$ cat src/rtl/phase_shift_extrapolation_macros.svh
// Assertion helpers for the phase-shift extrapolation block
`ifndef PHASE_SHIFT_EXTRAPOLATION_MACROS_SVH
`define PHASE_SHIFT_EXTRAPOLATION_MACROS_SVH

// Implication checked at every clock edge, off while reset is asserted.
`define PSE_ASSERT_IMPL(label, ante, cons) \
    label: assert property (@(posedge clk) disable iff (!rst_n) (ante) |-> (cons)) \
        else $error("pse check failed");

// Next-cycle implication, off while reset is asserted.
`define PSE_ASSERT_NEXT(label, ante, cons) \
    label: assert property (@(posedge clk) disable iff (!rst_n) (ante) |=> (cons)) \
        else $error("pse check failed");

`endif

$ cat src/rtl/pse_pkg.sv
`default_nettype none
package pse_pkg;
    localparam int TABLE_LEN = 24;
    localparam logic [33:0] PI_Q30      = 34'h0C90FDAA2;
    localparam logic [33:0] HALF_PI_Q30 = 34'h06487ED51;
    localparam logic [33:0] TWO_PI_Q30  = 34'h1921FB544;
    localparam logic signed [33:0] INV_GAIN_Q30 = 34'sh026DD3B6A;
    // square root: 17 result bits, one per stage
    localparam int ROOT_BITS = 17;

    typedef logic signed [33:0] cq_t;

    function automatic logic [29:0] atan_q30(input int i);
        case (i)
            0: atan_q30 = 30'h3243F6A8;
            1: atan_q30 = 30'h1DAC6705;
            2: atan_q30 = 30'h0FADBAFD;
            3: atan_q30 = 30'h07F56EA6;
            4: atan_q30 = 30'h03FEAB76;
            5: atan_q30 = 30'h01FFD55B;
            6: atan_q30 = 30'h00FFFAAA;
            7: atan_q30 = 30'h007FFF55;
            8: atan_q30 = 30'h003FFFEA;
            9: atan_q30 = 30'h001FFFFD;
            10: atan_q30 = 30'h000FFFFF;
            11: atan_q30 = 30'h0007FFFF;
            12: atan_q30 = 30'h0003FFFF;
            13: atan_q30 = 30'h0001FFFF;
            14: atan_q30 = 30'h0000FFFF;
            15: atan_q30 = 30'h00007FFF;
            16: atan_q30 = 30'h00003FFF;
            17: atan_q30 = 30'h00001FFF;
            18: atan_q30 = 30'h00000FFF;
            19: atan_q30 = 30'h000007FF;
            20: atan_q30 = 30'h000003FF;
            21: atan_q30 = 30'h000001FF;
            22: atan_q30 = 30'h000000FF;
            23: atan_q30 = 30'h0000007F;
            default: atan_q30 = 30'h0;
        endcase
    endfunction
endpackage
`default_nettype wire

$ cat src/rtl/pse_sqrt.sv
`default_nettype none
// Pipelined floor square root of the 33-bit kz^2, one result bit per stage.
module pse_sqrt #(
    parameter int SAMPLE_BITS = 16
) (
    input  wire logic                          clk,
    input  wire logic                          rst_n,
    input  wire logic                          en,
    input  wire logic                          in_valid,
    input  wire logic [32:0]                   radicand,
    input  wire logic                          in_evan,
    input  wire logic signed [SAMPLE_BITS-1:0] in_a,
    input  wire logic signed [SAMPLE_BITS-1:0] in_b,
    output logic                               out_valid,
    output logic [pse_pkg::ROOT_BITS-1:0]      root,
    output logic                               out_evan,
    output logic signed [SAMPLE_BITS-1:0]      out_a,
    output logic signed [SAMPLE_BITS-1:0]      out_b
);
    import pse_pkg::*;
    localparam int N = ROOT_BITS;

    logic                          v_reg   [N+1];
    logic [33:0]                   rem_reg [N+1];
    logic [N-1:0]                  rt_reg  [N+1];
    logic                          e_reg   [N+1];
    logic signed [SAMPLE_BITS-1:0] a_reg   [N+1];
    logic signed [SAMPLE_BITS-1:0] b_reg   [N+1];

    always_comb begin
        v_reg[0]   = in_valid;
        rem_reg[0] = {1'b0, radicand};
        rt_reg[0]  = '0;
        e_reg[0]   = in_evan;
        a_reg[0]   = in_a;
        b_reg[0]   = in_b;
    end

    for (genvar g = 0; g < N; g++) begin : g_st
        localparam int SH = 2 * (N - 1 - g);
        logic [33:0]  trial;
        logic [33:0]  rem_next;
        logic [N-1:0] rt_next;
        always_comb begin
            // compare remainder against (4*root+1) aligned at this bit pair
            trial = ({17'd0, rt_reg[g]} << (SH + 2)) | (34'd1 << SH);
            if (rem_reg[g] >= trial) begin
                rem_next = rem_reg[g] - trial;
                rt_next  = {rt_reg[g][N-2:0], 1'b1};
            end else begin
                rem_next = rem_reg[g];
                rt_next  = {rt_reg[g][N-2:0], 1'b0};
            end
        end
        always_ff @(posedge clk or negedge rst_n) begin
            if (!rst_n) v_reg[g+1] <= 1'b0;
            else if (en) v_reg[g+1] <= v_reg[g];
        end
        always_ff @(posedge clk) begin
            if (en) begin
                rem_reg[g+1] <= rem_next;
                rt_reg[g+1]  <= rt_next;
                e_reg[g+1]   <= e_reg[g];
                a_reg[g+1]   <= a_reg[g];
                b_reg[g+1]   <= b_reg[g];
            end
        end
    end

    assign out_valid = v_reg[N];
    assign root      = rt_reg[N];
    assign out_evan  = e_reg[N];
    assign out_a     = a_reg[N];
    assign out_b     = b_reg[N];
endmodule
`default_nettype wire

$ cat config.mk
export PLATFORM = sky130hd
export DESIGN_NAME = pse_sqrt
export DESIGN_NICKNAME = d
export VERILOG_FILES = /design/src/rtl/phase_shift_extrapolation_macros.svh /design/src/rtl/pse_pkg.sv /design/src/rtl/pse_sqrt.sv
export SDC_FILE = /design/constraint.sdc
export NUM_CORES = 1
export LEC_CHECK = 0
export BUFFER_PORTS_ARGS = -buffer_cell sky130_fd_sc_hd__buf_2
export CORE_MARGIN = 2
export CORE_UTILIZATION = 46
export DETAILED_ROUTE_END_ITERATION = 10
export SYNTH_ARGS = -nofsm -noshare
export SYNTH_HDL_FRONTEND = slang
export SYNTH_SLANG_ARGS = --single-unit
$ cat constraint.sdc
create_clock -name clk -period 4 [get_ports clk]
set_clock_uncertainty 0.2 [all_clocks]
set_input_delay 0.6 -clock clk [delete_from_list [all_inputs] [get_ports clk]]
set_output_delay 0.6 -clock clk [all_outputs]
set_load 0.02 [all_outputs]
### Word level (Yosys, flattened, before mapping)

Cells that the tools add are included.

| word-level totals | value |
|---|---|
| register bits | 1275 |
| bits of input ports | 70 |
| output and inout port bits | 51 |
| word-level logic and storage cells | 168 |

| cells by class | value |
|---|---|
| $add $sub $neg | 16 |
| $lt $le $gt $ge | 17 |
| muxes and demuxes | 33 |

Operators by type and width:

| kind | number |
|---|---|
| two-way mux 34 bit | 15 |
| greater-or-equal comparator 34 x 18 -> 1 bit | 1 |
| greater-or-equal comparator 34 x 19 -> 1 bit | 1 |
| greater-or-equal comparator 34 x 20 -> 1 bit | 1 |
| greater-or-equal comparator 34 x 21 -> 1 bit | 1 |
| greater-or-equal comparator 34 x 22 -> 1 bit | 1 |
| greater-or-equal comparator 34 x 23 -> 1 bit | 1 |
| greater-or-equal comparator 34 x 24 -> 1 bit | 1 |
| greater-or-equal comparator 34 x 25 -> 1 bit | 1 |
| greater-or-equal comparator 34 x 26 -> 1 bit | 1 |
| greater-or-equal comparator 34 x 27 -> 1 bit | 1 |
| greater-or-equal comparator 34 x 28 -> 1 bit | 1 |
| greater-or-equal comparator 34 x 29 -> 1 bit | 1 |
| greater-or-equal comparator 34 x 30 -> 1 bit | 1 |
| greater-or-equal comparator 34 x 31 -> 1 bit | 1 |
| greater-or-equal comparator 34 x 32 -> 1 bit | 1 |
| greater-or-equal comparator 34 x 33 -> 1 bit | 1 |
| subtractor 33 x 33 -> 34 bit, second input constant | 1 |
| subtractor 34 x 19 -> 34 bit | 1 |
| subtractor 34 x 20 -> 34 bit | 1 |
| subtractor 34 x 21 -> 34 bit | 1 |
| subtractor 34 x 22 -> 34 bit | 1 |
| subtractor 34 x 23 -> 34 bit | 1 |
| subtractor 34 x 24 -> 34 bit | 1 |
| other kinds (12) | 28 |

### Longest topological paths before layout

| logic depth | value |
|---|---|
| depth in word-level cells | 2 |
| mapped depth | 12 |
| depth with buffers taken out | 10 |

### Worst setup path after synthesis

Ideal clock, no wire load.

| timing path | value |
|---|---|
| path kind | register to register |
| start point | register rem_reg[86] (netlist bit) |
| end point | register rem_reg[52] (netlist bit), data pin |
| setup time | 260 ps |
| arrival | 2435 ps |
| required time | 3540 ps |
| path slack | 1105 ps |
| stages on the path, launching flop included | 9 |
| path buffers | 1 |
| period minus slack after synthesis | 2895 ps |
| cells stage by stage | edfxtp_1 -> ha_1 -> nand2_1 -> or3_1 -> o311ai_1 -> nor2b_1 -> nand2_2 -> clkbuf_1 -> mux2_2 |

| between the ends | value |
|---|---|
| longest elaborated chain between the ends | 2 |
| elaborated cells between the ends (all ways) | 3 |
| those cells by class | 1 x add/sub; 1 x order compare; 1 x mux |

RTL lines:

| element | RTL line | text |
|---|---|---|
| from (decl) | pse_sqrt.sv:24 | `logic [33:0] rem_reg [N+1];` |
| from (signal, indexed assignment) | pse_sqrt.sv:61 | `rem_reg[g+1] <= rem_next;` |
| subtractor 34 x 19 -> 34 bit or greater-or-equal comparator 34 x 19 -> 1 bit (tied branches) | pse_sqrt.sv:48, pse_sqrt.sv:47 |  |
| two-way mux 34 bit (*) | pse_sqrt.sv:47 | `if (rem_reg[g] >= trial) begin` |
| via g_st[15].rem_next[18] | pse_sqrt.sv:42 | `logic [33:0] rem_next;` |

Mark *: on every way through the listed nets, which the timed path passes. The rest lies on a longest branch.
A chain may end at the register's enable or synchronous reset.

### Final worst setup path

| timing path | value |
|---|---|
| start point | register rt_reg, in the netlist g_st[11].trial[22] |
| end point | register rem_reg[194] (netlist bit), data pin |

| between the ends | value |
|---|---|
| longest elaborated chain between the ends | 2 |
| elaborated cells between the ends (all ways) | 3 |
| those cells by class | 1 x add/sub; 1 x order compare; 1 x mux |

RTL lines:

| element | RTL line | text |
|---|---|---|
| from (decl) | pse_sqrt.sv:25 | `logic [N-1:0] rt_reg [N+1];` |
| from (signal, indexed assignment) | pse_sqrt.sv:62 | `rt_reg[g+1] <= rt_next;` |
| subtractor 34 x 23 -> 34 bit or greater-or-equal comparator 34 x 23 -> 1 bit (tied branches) | pse_sqrt.sv:48, pse_sqrt.sv:47 |  |
| two-way mux 34 bit (*) | pse_sqrt.sv:47 |  |
| via g_st[11].rem_next[24] | pse_sqrt.sv:42 |  |

Marks and branches as above.

==> impl_metrics.py <==
metrics = {
    "detailed_routing": {
        "drt_iter0_drc": 1539,
        "avgViaCountPerCell": 5.25,
        "wl_um": 88100,
        "first_pass_iters": 7,
        "ant_nets": 0,
        "remaining_drc_errors": 0,
        "route.vias.total": 26100,
        "wl_per_cell_um": 17.7,
    },
    "timing": {
        "setup_viol": 0,
        "hold_ws_ns": 0.101,
        "rsz0062_at_grt": "no",
        "fin_crit_sh_pct": 88.7,
        "tightest_slew_ns": 0.824,
        "fin_crit_ns": 3.55,
        "hold_viol": 0,
        "tns_ns": 0,
        "slew_viol_final": 0,
        "relSlewSlack_pct": 44.6,
        "clock.fmax_mhz": 282,
    },
    "grt": {
        "grt_overflow_total": 0,
        "grt_pass1_vias": 27000,
        "grt_start_max_net_pins": 108,
        "grt_first_pass_wirelength_um": 143000,
        "grt_usage_pct": 16.0,
        "antenna_found_initial": 0,
    },
    "logic_synthesis": {
        "syn_avg_cell_area_um2": 16.1,
        "yosysMostFrequentCell": "edfxtp_1",
        "synth_flop_cell": "edfxtp_1",
        "synthCells": 3141,
        "synth_top_family_by_area": "simple AND/OR/NAND/NOR gates",
        "synth_largest_area_cell": "edfxtp_1",
        "synthMuxAreaShare_pct": 1.16,
        "ys_seq_elements": 1275,
        "synth-edff-count": 1258,
        "synth.area.top_cells": "edfxtp_1 75%, ha_1 4.1%, xnor2_1 2.3%",
        "yosys.area_share.simple_pct": 7.38,
        "synth_common_cells": "1258 x edfxtp_1, 200 x inv_1, 166 x ha_1, 161 x nor2_1, 139 x a21oi_1",
        "syn_area_mm2": 0.0506,
        "yosysSeqAreaShare_pct": 75.6,
        "async_flop_share_pct": 1.33,
        "yosysWarningCount": 0,
        "synthXorXnorAreaFrac_pct": 3.86,
        "synth_adder_area_share_pct": 4.11,
        "synth_cell_types": 82,
        "synth_compound_area_share_pct": 5.60,
        "synth_top_area_share_pct": 74.7,
    },
    "clock_network": {
        "clkTransAtPathRegs_ns": 0.06,
        "clock_sinks": 1275,
        "post-cts-setup-buffer-count": 0,
        "cts_made_buffers": 136,
        "insertion_delay_ns": 0.75,
        "cts_root_buf": "clkbuf_16",
        "cts_max_level": 4,
        "cts_tree": "built",
        "clk_path_buf_depth": 3,
        "cts_resized": 0,
    },
    "layout": {
        "final_nets": 3689,
        "diodes": 0,
        "largest_reg_flops": 544,
        "drive_gt1_share_pct": 12.2,
        "area_growth_pct": 15.3,
        "fin_util_pct": 53.5,
        "fin_area_mm2": 0.0583,
    },
    "floorplan": {
        "die-area_mm2": 0.113,
        "fp.dieW_um": 336,
        "core_area_mm2": 0.109,
        "rows": 121,
        "ios": 121,
        "start_util_pct": 46.4,
        "die_y_um": 336,
    },
    "setup_path": {
        "slowest_delay_ns": 0.64,
        "critPathSlowestCell": "nor4b_1",
        "crit_path_end_kind": "flop",
        "critPathRequiredTime_ns": 4.27,
        "crit_path_start_kind": "flop",
        "worstSetupPathType": "flop to flop",
        "arrival_ns": 3.82,
        "crit_path_max_fanout": 5,
        "worstPathCellList": "inv_1 -> ha_1 -> nor4b_1 -> nand4_1 -> o21ai_0 -> nand4b_1 -> nor2b_1 -> or3b_2 -> xnor2_1",
        "reg2reg_slack_ns": 0.45,
    },
    "power_and_ir_drop": {
        "ir_drop_v": 0.000417,
        "p_per_area_mw_per_mm2": 566,
        "leakage_nw": 21.3,
        "clkPwrFrac_pct": 37.3,
        "sw_frac_of_total_pct": 24.0,
        "p_sw_mw": 7.92,
        "seq_power_share_pct": 51.9,
        "p_int_mw": 25.1,
        "p_comb_share_pct": 10.9,
    },
    "placed_design": {
        "place_congestion": 0.914,
        "dp_hpwl_um": 60400,
        "io_buffers": 120,
        "place_area_mm2": 0.0532,
    },
    "flow_run": {
        "max_cap_viol_count": 0,
    },
    "outcome": {
        "status": "complete, no violations",
    },
    "worst_hold_path": {
        "min_path_type": "primary input to asynchronous set/reset pin",
    },
}
## worst max-delay path: cells and delay by family, from the launching register on
kind            cells  cell delay (ns)
xor+xnor            1             0.16
buf+inv             1             0.06
compound gates      1             0.25
flops               1             0.44
fa+ha+maj           1             0.39
simple gates        5             1.78
## power by group through the flow
stage | sequential [mW] | combinational [mW] | clock (mW)
final | 17.1 | 3.58 | 12.3
after global routing | 17.3 | 4.00 | 13.2
after CTS | 17.1 | 3.59 | 12.7
after detailed placement | 17.4 | 3.51 | 0
after global placement | 17.3 | 3.43 | 0
after floorplan | 17.0 | 2.47 | 0
## through the flow
| step | std cells | setup WS (ns) | power, mW |
|---|---|---|---|
| after floorplan | 3142 | 1.11 | 19.5 |
| after global placement | 4661 | 0.312 | 20.8 |
| after detailed placement | 4661 | 0.405 | 20.9 |
| after CTS | 4973 | 0.376 | 33.4 |
| after global routing | 4973 | 0.170 | 34.4 |
| final | 4973 | 0.450 | 33.0 |
## timing repair
item / 4_1_cts / 5_1_grt
hold endpoints to repair: 84 / 0
setup endpoints to repair: 0 / 0
hold buffers: 68 / 0
## area by class of cell
cell class / count / area (um2)
repair buffers: 242 / 1950
multi-input cells: 1596 / 11200
inverters: 202 / 758
fillers: 8665 / 50700
well taps: 1414 / 1770
clock inverters: 75 / 836
clock buffers: 169 / 3570
flip-flops and latches: 1275 / 38200
## routing by layer
metal	vias to the layer above	part of all wire, %	global-route usage [%]
li1	12600	-	-
met1	12800	42	19.6
met2	575	51	27.9
met3	207	4.0	3.22
met4	0	3.2	6.24
met5	-	0	0
## placed cells by master, fill, tap and decap left out, types with 41 or more instances in the layout
master         count
edfxtp_1        1258
inv_1            200
ha_1             166
nor2_1           161
a21oi_1          139
clkbuf_16        138
xnor2_1          131
nand2_1          127
buf_2            119
o21ai_0          106
xor2_1            92
nor4_1            76
nor3_1            73
dlygate4sd3_1     68
mux2_2            46
nand3_1           44
nand4_1           41
## path summary, 6_finish.rpt
kind                                         startpoint                     end  cells after the start
hold reg to reg                    b_reg[236]$_DFFE_PP_    b_reg[220]$_DFFE_PP_                      0
min in group clk                                     en    a_reg[219]$_DFFE_PP_                      1
max in group asynchronous                         rst_n    v_reg[6]$_DFFE_PN0P_                      2
setup / recovery           g_st[11].trial[22]$_DFFE_PP_  rem_reg[194]$_DFFE_PP_                      9
hold / removal                                    rst_n   v_reg[11]$_DFFE_PN0P_                      2
setup reg to reg           g_st[11].trial[22]$_DFFE_PP_  rem_reg[194]$_DFFE_PP_                      9
## kinds of logic after synthesis
family	count (synthesis)
other	1
flip-flops	1275
XOR/XNOR	223
AND/OR/NAND/NOR	708
adder cells (fa/ha/maj)	166
buffers and inverters	271
multiplexers	53
AO/OA/AOI/OAI	444
Note: power is estimated with default switching activity, not from simulation.
